## config.mk

```make
export PLATFORM = sky130hd
export DESIGN_NAME = abl_blur_math
export DESIGN_NICKNAME = d
export VERILOG_FILES = /design/src/rtl/abl_pkg.sv /design/src/rtl/abl_blur_math.sv
export SDC_FILE = /design/constraint.sdc
export NUM_CORES = 1
export LEC_CHECK = 0
export ABC_AREA = 1
export BUFFER_PORTS_ARGS = -buffer_cell sky130_fd_sc_hd__buf_2
export CAP_MARGIN = 20
export CELL_PAD_IN_SITES_DETAIL_PLACEMENT = 0
export CELL_PAD_IN_SITES_GLOBAL_PLACEMENT = 1
export CORE_MARGIN = 3
export CORE_UTILIZATION = 35
export DETAILED_ROUTE_END_ITERATION = 16
export GPL_TIMING_DRIVEN = 0
export PLACE_DENSITY_LB_ADDON = 0.1
export SLEW_MARGIN = 10
export SYNTH_ARGS = -nofsm -noshare
export SYNTH_HDL_FRONTEND = slang
export SYNTH_SLANG_ARGS = --single-unit
```

## constraint.sdc

```tcl
create_clock -name i_clk -period 13.05 [get_ports i_clk]
set_input_delay 2.61 -clock i_clk [delete_from_list [all_inputs] [get_ports i_clk]]
set_output_delay 2.61 -clock i_clk [all_outputs]
set_load 0.005 [all_outputs]
```

## src/rtl/abl_pkg.sv

```systemverilog
`timescale 1ns / 1ps

package abl_pkg;

    localparam int PIX_W  = 32;
    localparam int CH_W   = 8;
    localparam int CH_N   = PIX_W / CH_W;
    localparam int DIM_W  = 12;
    localparam int SUM_W  = 12;
    localparam int WIN_N  = 9;

    localparam int DEF_MAX_WIDTH  = 2048;
    localparam int DEF_MAX_HEIGHT = 2048;

    localparam logic [DIM_W-1:0] RESET_WIDTH  = DIM_W'(640);
    localparam logic [DIM_W-1:0] RESET_HEIGHT = DIM_W'(480);
    localparam logic [DIM_W-1:0] ROW_SAT      = '1;

    // register map, index is paddr[2]
    localparam int  APB_AW = 3;
    localparam int  APB_DW = 32;
    localparam logic REG_IMAGE_WIDTH  = 1'b0;
    localparam logic REG_IMAGE_HEIGHT = 1'b1;

    localparam logic MODE_PIXEL = 1'b0;
    localparam logic MODE_FLUSH = 1'b1;

    // floor(x / 10) == (x * 52429) >> 19 for x below 43690
    localparam int                 DIV10_MUL_W = 16;
    localparam logic [DIV10_MUL_W-1:0] DIV10_MUL = DIV10_MUL_W'(52429);
    localparam int                 DIV10_SHIFT = 19;
    localparam int                 QUOT_W      = SUM_W + DIV10_MUL_W - DIV10_SHIFT;
    localparam logic [CH_W-1:0]    CH_MAX      = '1;

    typedef logic [PIX_W-1:0] t_pix;
    typedef t_pix [WIN_N-1:0] t_win;

    typedef struct packed {
        logic top;
        logic bottom;
        logic left;
        logic right;
    } t_border;

    typedef struct packed {
        logic    emit;
        logic    last;
        t_border border;
    } t_ctl;

endpackage

```

## src/rtl/abl_blur_math.sv

```systemverilog
`timescale 1ns / 1ps

module abl_blur_math (
    input  logic           i_clk,
    input  logic           i_rst_n,
    input  logic           i_adv,
    input  logic           i_valid,
    input  abl_pkg::t_ctl  i_ctl,
    input  abl_pkg::t_win  i_win,
    output logic           o_valid,
    output logic           o_last,
    output abl_pkg::t_pix  o_pix
);
    import abl_pkg::*;

    logic                    r3_valid;
    t_ctl                    r3_ctl;
    logic [CH_N-1:0][SUM_W-1:0] r3_sum;
    logic [CH_N-1:0][SUM_W-1:0] n_sum;

    // weighted sum per channel, centre weight 8, outside pixels dropped
    always_comb begin
        logic [2:0]      row_ok;
        logic [2:0]      col_ok;
        logic [CH_W-1:0] c;
        row_ok = {i_ctl.border.bottom, 1'b1, i_ctl.border.top};
        col_ok = {i_ctl.border.right, 1'b1, i_ctl.border.left};
        n_sum  = '0;
        for (int ch = 0; ch < CH_N; ch++) begin
            for (int k = 0; k < WIN_N; k++) begin
                c = i_win[k][ch*CH_W +: CH_W];
                if (row_ok[k/3] && col_ok[k%3]) begin
                    if (k == 4) begin
                        n_sum[ch] = n_sum[ch] + {1'b0, c, 3'b000};
                    end else begin
                        n_sum[ch] = n_sum[ch] + SUM_W'(c);
                    end
                end
            end
        end
    end

    always_ff @(posedge i_clk) begin
        if (!i_rst_n) begin
            r3_valid <= 1'b0;
        end else if (i_adv) begin
            r3_valid <= i_valid;
        end
    end

    always_ff @(posedge i_clk) begin
        if (i_adv) begin
            r3_ctl <= i_ctl;
            r3_sum <= n_sum;
        end
    end

    // divide by ten through the reciprocal, then saturate
    always_comb begin
        logic [SUM_W+DIV10_MUL_W-1:0] prod;
        logic [QUOT_W-1:0]            quot;
        o_pix = '0;
        for (int ch = 0; ch < CH_N; ch++) begin
            prod = r3_sum[ch] * DIV10_MUL;
            quot = prod[DIV10_SHIFT +: QUOT_W];
            o_pix[ch*CH_W +: CH_W] = (quot > QUOT_W'(CH_MAX)) ? CH_MAX : quot[CH_W-1:0];
        end
    end

    assign o_valid = r3_valid && r3_ctl.emit;
    assign o_last  = r3_ctl.last;

endmodule

```

==> flow_summary_export.csv <==
group,metric,value,unit
outcome,status,"finished clean",
layout,fillers,8029,
critical_path,worstPathRequired,13.11,ns
layout,post-route-util,39.9,%
die,core_area,0.0736,mm^2
global_routing,grt_pass1_wl,129000,um
layout,fin_nets,5199,
timing,rsz0062_at_grt,"false",
clock_tree,clkLatencyLatePin,0.31,ns
layout,instances_no_fill,5120,
layout,multi_input_area,0.0217,mm^2
die,ios,332,
critical_path,end_kind,"register",
die,start_util,35.6,%
critical_path,worstRegToRegCells,2,
logic_synthesis,ys_seq_area_share,5.80,%
critical_path,setup.worst_path.start,"i_ctl[3]",
timing,finalHoldViolations,0,
critical_path,rr_startpoint,"r3_valid",
timing,slew_viol_final,0,
critical_path,r2r-end,"r3_valid",
route,wl,81700,um
die,chipWidth,280,um
timing,finalCritPeriodShare,92.1,%
die,rows,99,
layout,mostFrequentLayoutCells,"nand2_1, inv_1, ha_1, buf_2, a21oi_1",
min_path,min_to,"r3_valid",
timing,fmax,83.2,MHz
global_routing,antenna_found_initial,56,
critical_path,crit_top_cell,"nand2_1",
route,vias,23929,
layout,mostFrequentLayoutCell,"nand2_1",
min_path,min_path_cells,2,
global_routing,grt_max_degree,34,
layout,area.sequential,0.00152,mm^2
critical_path,startpoint_type,"primary input",
logic_synthesis,synth_area,0.0262,mm^2
clock_tree,htreeDepth,2,
layout,fin_area,0.0293,mm^2
route,routed_via_density,4.67,
timing,finalClockSkew,0,ns
timing,setup_violations,0,
logic_synthesis,ys_warn_count,0,
logic_synthesis,synth_ff_type,"edfxtp_1",
timing,worst_pin_slew,0.896,ns
logic_synthesis,avgSynthCellArea,6.90,um^2
die,dieHeight,280,um
critical_path,cp_max_fo,10,
critical_path,critPathKind,"primary input to register",
route,first_iter_violations,941,
logic_synthesis,synth_edf_count,50,
placed_design,gp_congestion,0.868,
placed_design,post_dp_cell_area,0.0291,mm^2
min_path,hold_class,"register to register",
min_path,min-delay-start,"r3_valid",
global_routing,grt_overflow,0,
route,drc_errors,0,
logic_synthesis,synthArstFlopShare,0,%
die,die-area,0.0782,mm^2
timing,fin_crit,12.02,ns
placed_design,hpwl,75200,um
critical_path,cp.arrival,12.09,ns
run,drv_cap,0,
global_routing,grtUsageTotal,20.9,%
clock_tree,postCtsHoldBufs,0,
clock_tree,root_buffer,"clkbuf_16",
clock_tree,clk_path_buf_depth,2,
placed_design,numPortBuffers,331,
route,firstDrtPassIters,5,
critical_path,rrSetupSlack,12.41,ns
logic_synthesis,synth_fp_nets,4861,
route,wire_per_inst,16.0,um
global_routing,grt_pass1_vias,23855,
layout,layout-drive-gt1-share,10.7,%
clock_tree,cts_tree,"yes",
logic_synthesis,synth-seq-cells,51,
critical_path,cp_slowest_cell,"fa_1",
timing,setup_tns,0,ns
critical_path,crit_path_max_incr_delay,0.49,ns
clock_tree,numCtsBuffers,5,
clock_tree,clk_pin_slew_worst_paths,0.08,ns
layout,area_growth,11.8,%
logic_synthesis,syn_inst,3801,
timing,relSlewSlack,40.2,%
route,final_antenna_net_count,0,
logic_synthesis,ys_types,53,
placed_design,dp.cells,5092,
clock_tree,cts_num_sinks,51,
-- Yosys cell counts (all sizes together) (2+ instances only) --
library cell | number | area share, %
nor3 | 22 | 0.46
o31ai | 10 | 0.29
a21oi | 279 | 5.4
a21boi | 4 | 0.11
a21o | 19 | 0.54
a211oi | 2 | 0.057
o21a | 9 | 0.26
a221oi | 2 | 0.067
clkinv | 3 | 0.043
buf | 19 | 0.32
nor2 | 226 | 3.4
o21ai | 284 | 5.4
edfxtp | 50 | 5.7
nand4 | 44 | 1.1
or2 | 18 | 0.43
nand2 | 913 | 13
inv | 745 | 11
o22ai | 6 | 0.14
nand3b | 14 | 0.49
o211ai | 5 | 0.14
a31oi | 19 | 0.45
clkbuf | 31 | 0.44
xor2 | 83 | 2.8
fa | 200 | 15
o21bai | 8 | 0.23
xnor2 | 61 | 2.0
nand3 | 142 | 2.8
and2 | 8 | 0.19
nor4 | 7 | 0.17
ha | 562 | 27
-- worst max-delay path by stage --
stage | cells past startpoint | end | slack (ns)
after floorplan | 52 | r3_sum[23] | 2.47
after global placement | 54 | r3_sum[23] | 0.02
after detailed placement | 54 | r3_sum[23] | -0.05
after CTS | 54 | r3_sum[23] | 0.26
after global routing | 53 | r3_sum[23] | 0.05
final | 53 | r3_sum[23] | 1.03
-- cell families after synthesis --
group | after synthesis | share of synthesized area (%)
AOI/OAI and AO/OA | 652 | 13.3
xor gates and xnor gates | 144 | 4.81
adders and majority gates | 762 | 42.1
buffers and inverters | 798 | 11.5
DFF | 51 | 5.80
and+or+nand+nor | 1394 | 22.5
-- layer usage --
layer	track usage [%]	routed length (um)
met5	0	352
met4	3.48	1400
met3	4.87	5020
met2	36.4	37800
met1	26.7	37100
-- flip-flops by register name, summed over array words and instances (netlist names) --
register  cells
r3_sum       48
r3_ctl        1
o_last        1
r3_valid      1
-- area by class of cell --
type	count	share of cell area [%]
multi-input combinational	2952	74.0
inverter	748	9.58
timing repair buffer	332	5.72
sequential	51	5.19
tap	959	4.09
buffer	49	0.687
clock buffer	5	0.427
antenna	22	0.188
clock inverter	2	0.128
-- timing repair --
item | in CTS | in global routing
gates resized for setup | 0 | 7
setup buffers | 0 | 0
setup endpoints to repair | 0 | 10
hold endpoints to repair | 0 | 0
-- critical path, delay by kind of cell --
kind / cells / cell delay, ns
adder cells (fa/ha/maj): 8 / 3.10
AND/OR/NAND/NOR: 17 / 1.62
XOR/XNOR: 2 / 0.33
AO/OA/AOI/OAI: 15 / 2.74
buffers and inverters: 11 / 1.66
-- per-stage QoR --
| stage | hold slack [ns] | setup WS (ns) |
|---|---|---|
| global placement | 0.544 | 0.0177 |
| detailed placement | 0.552 | -0.0503 |
| floorplan | 0.501 | 2.47 |
| CTS | 0.569 | 0.261 |
| global route | 0.635 | 0.0486 |
| finish | 0.562 | 1.03 |
Power is not shown: default switching activity piles up to over one toggle a cycle in this logic, so the estimate is an artifact.
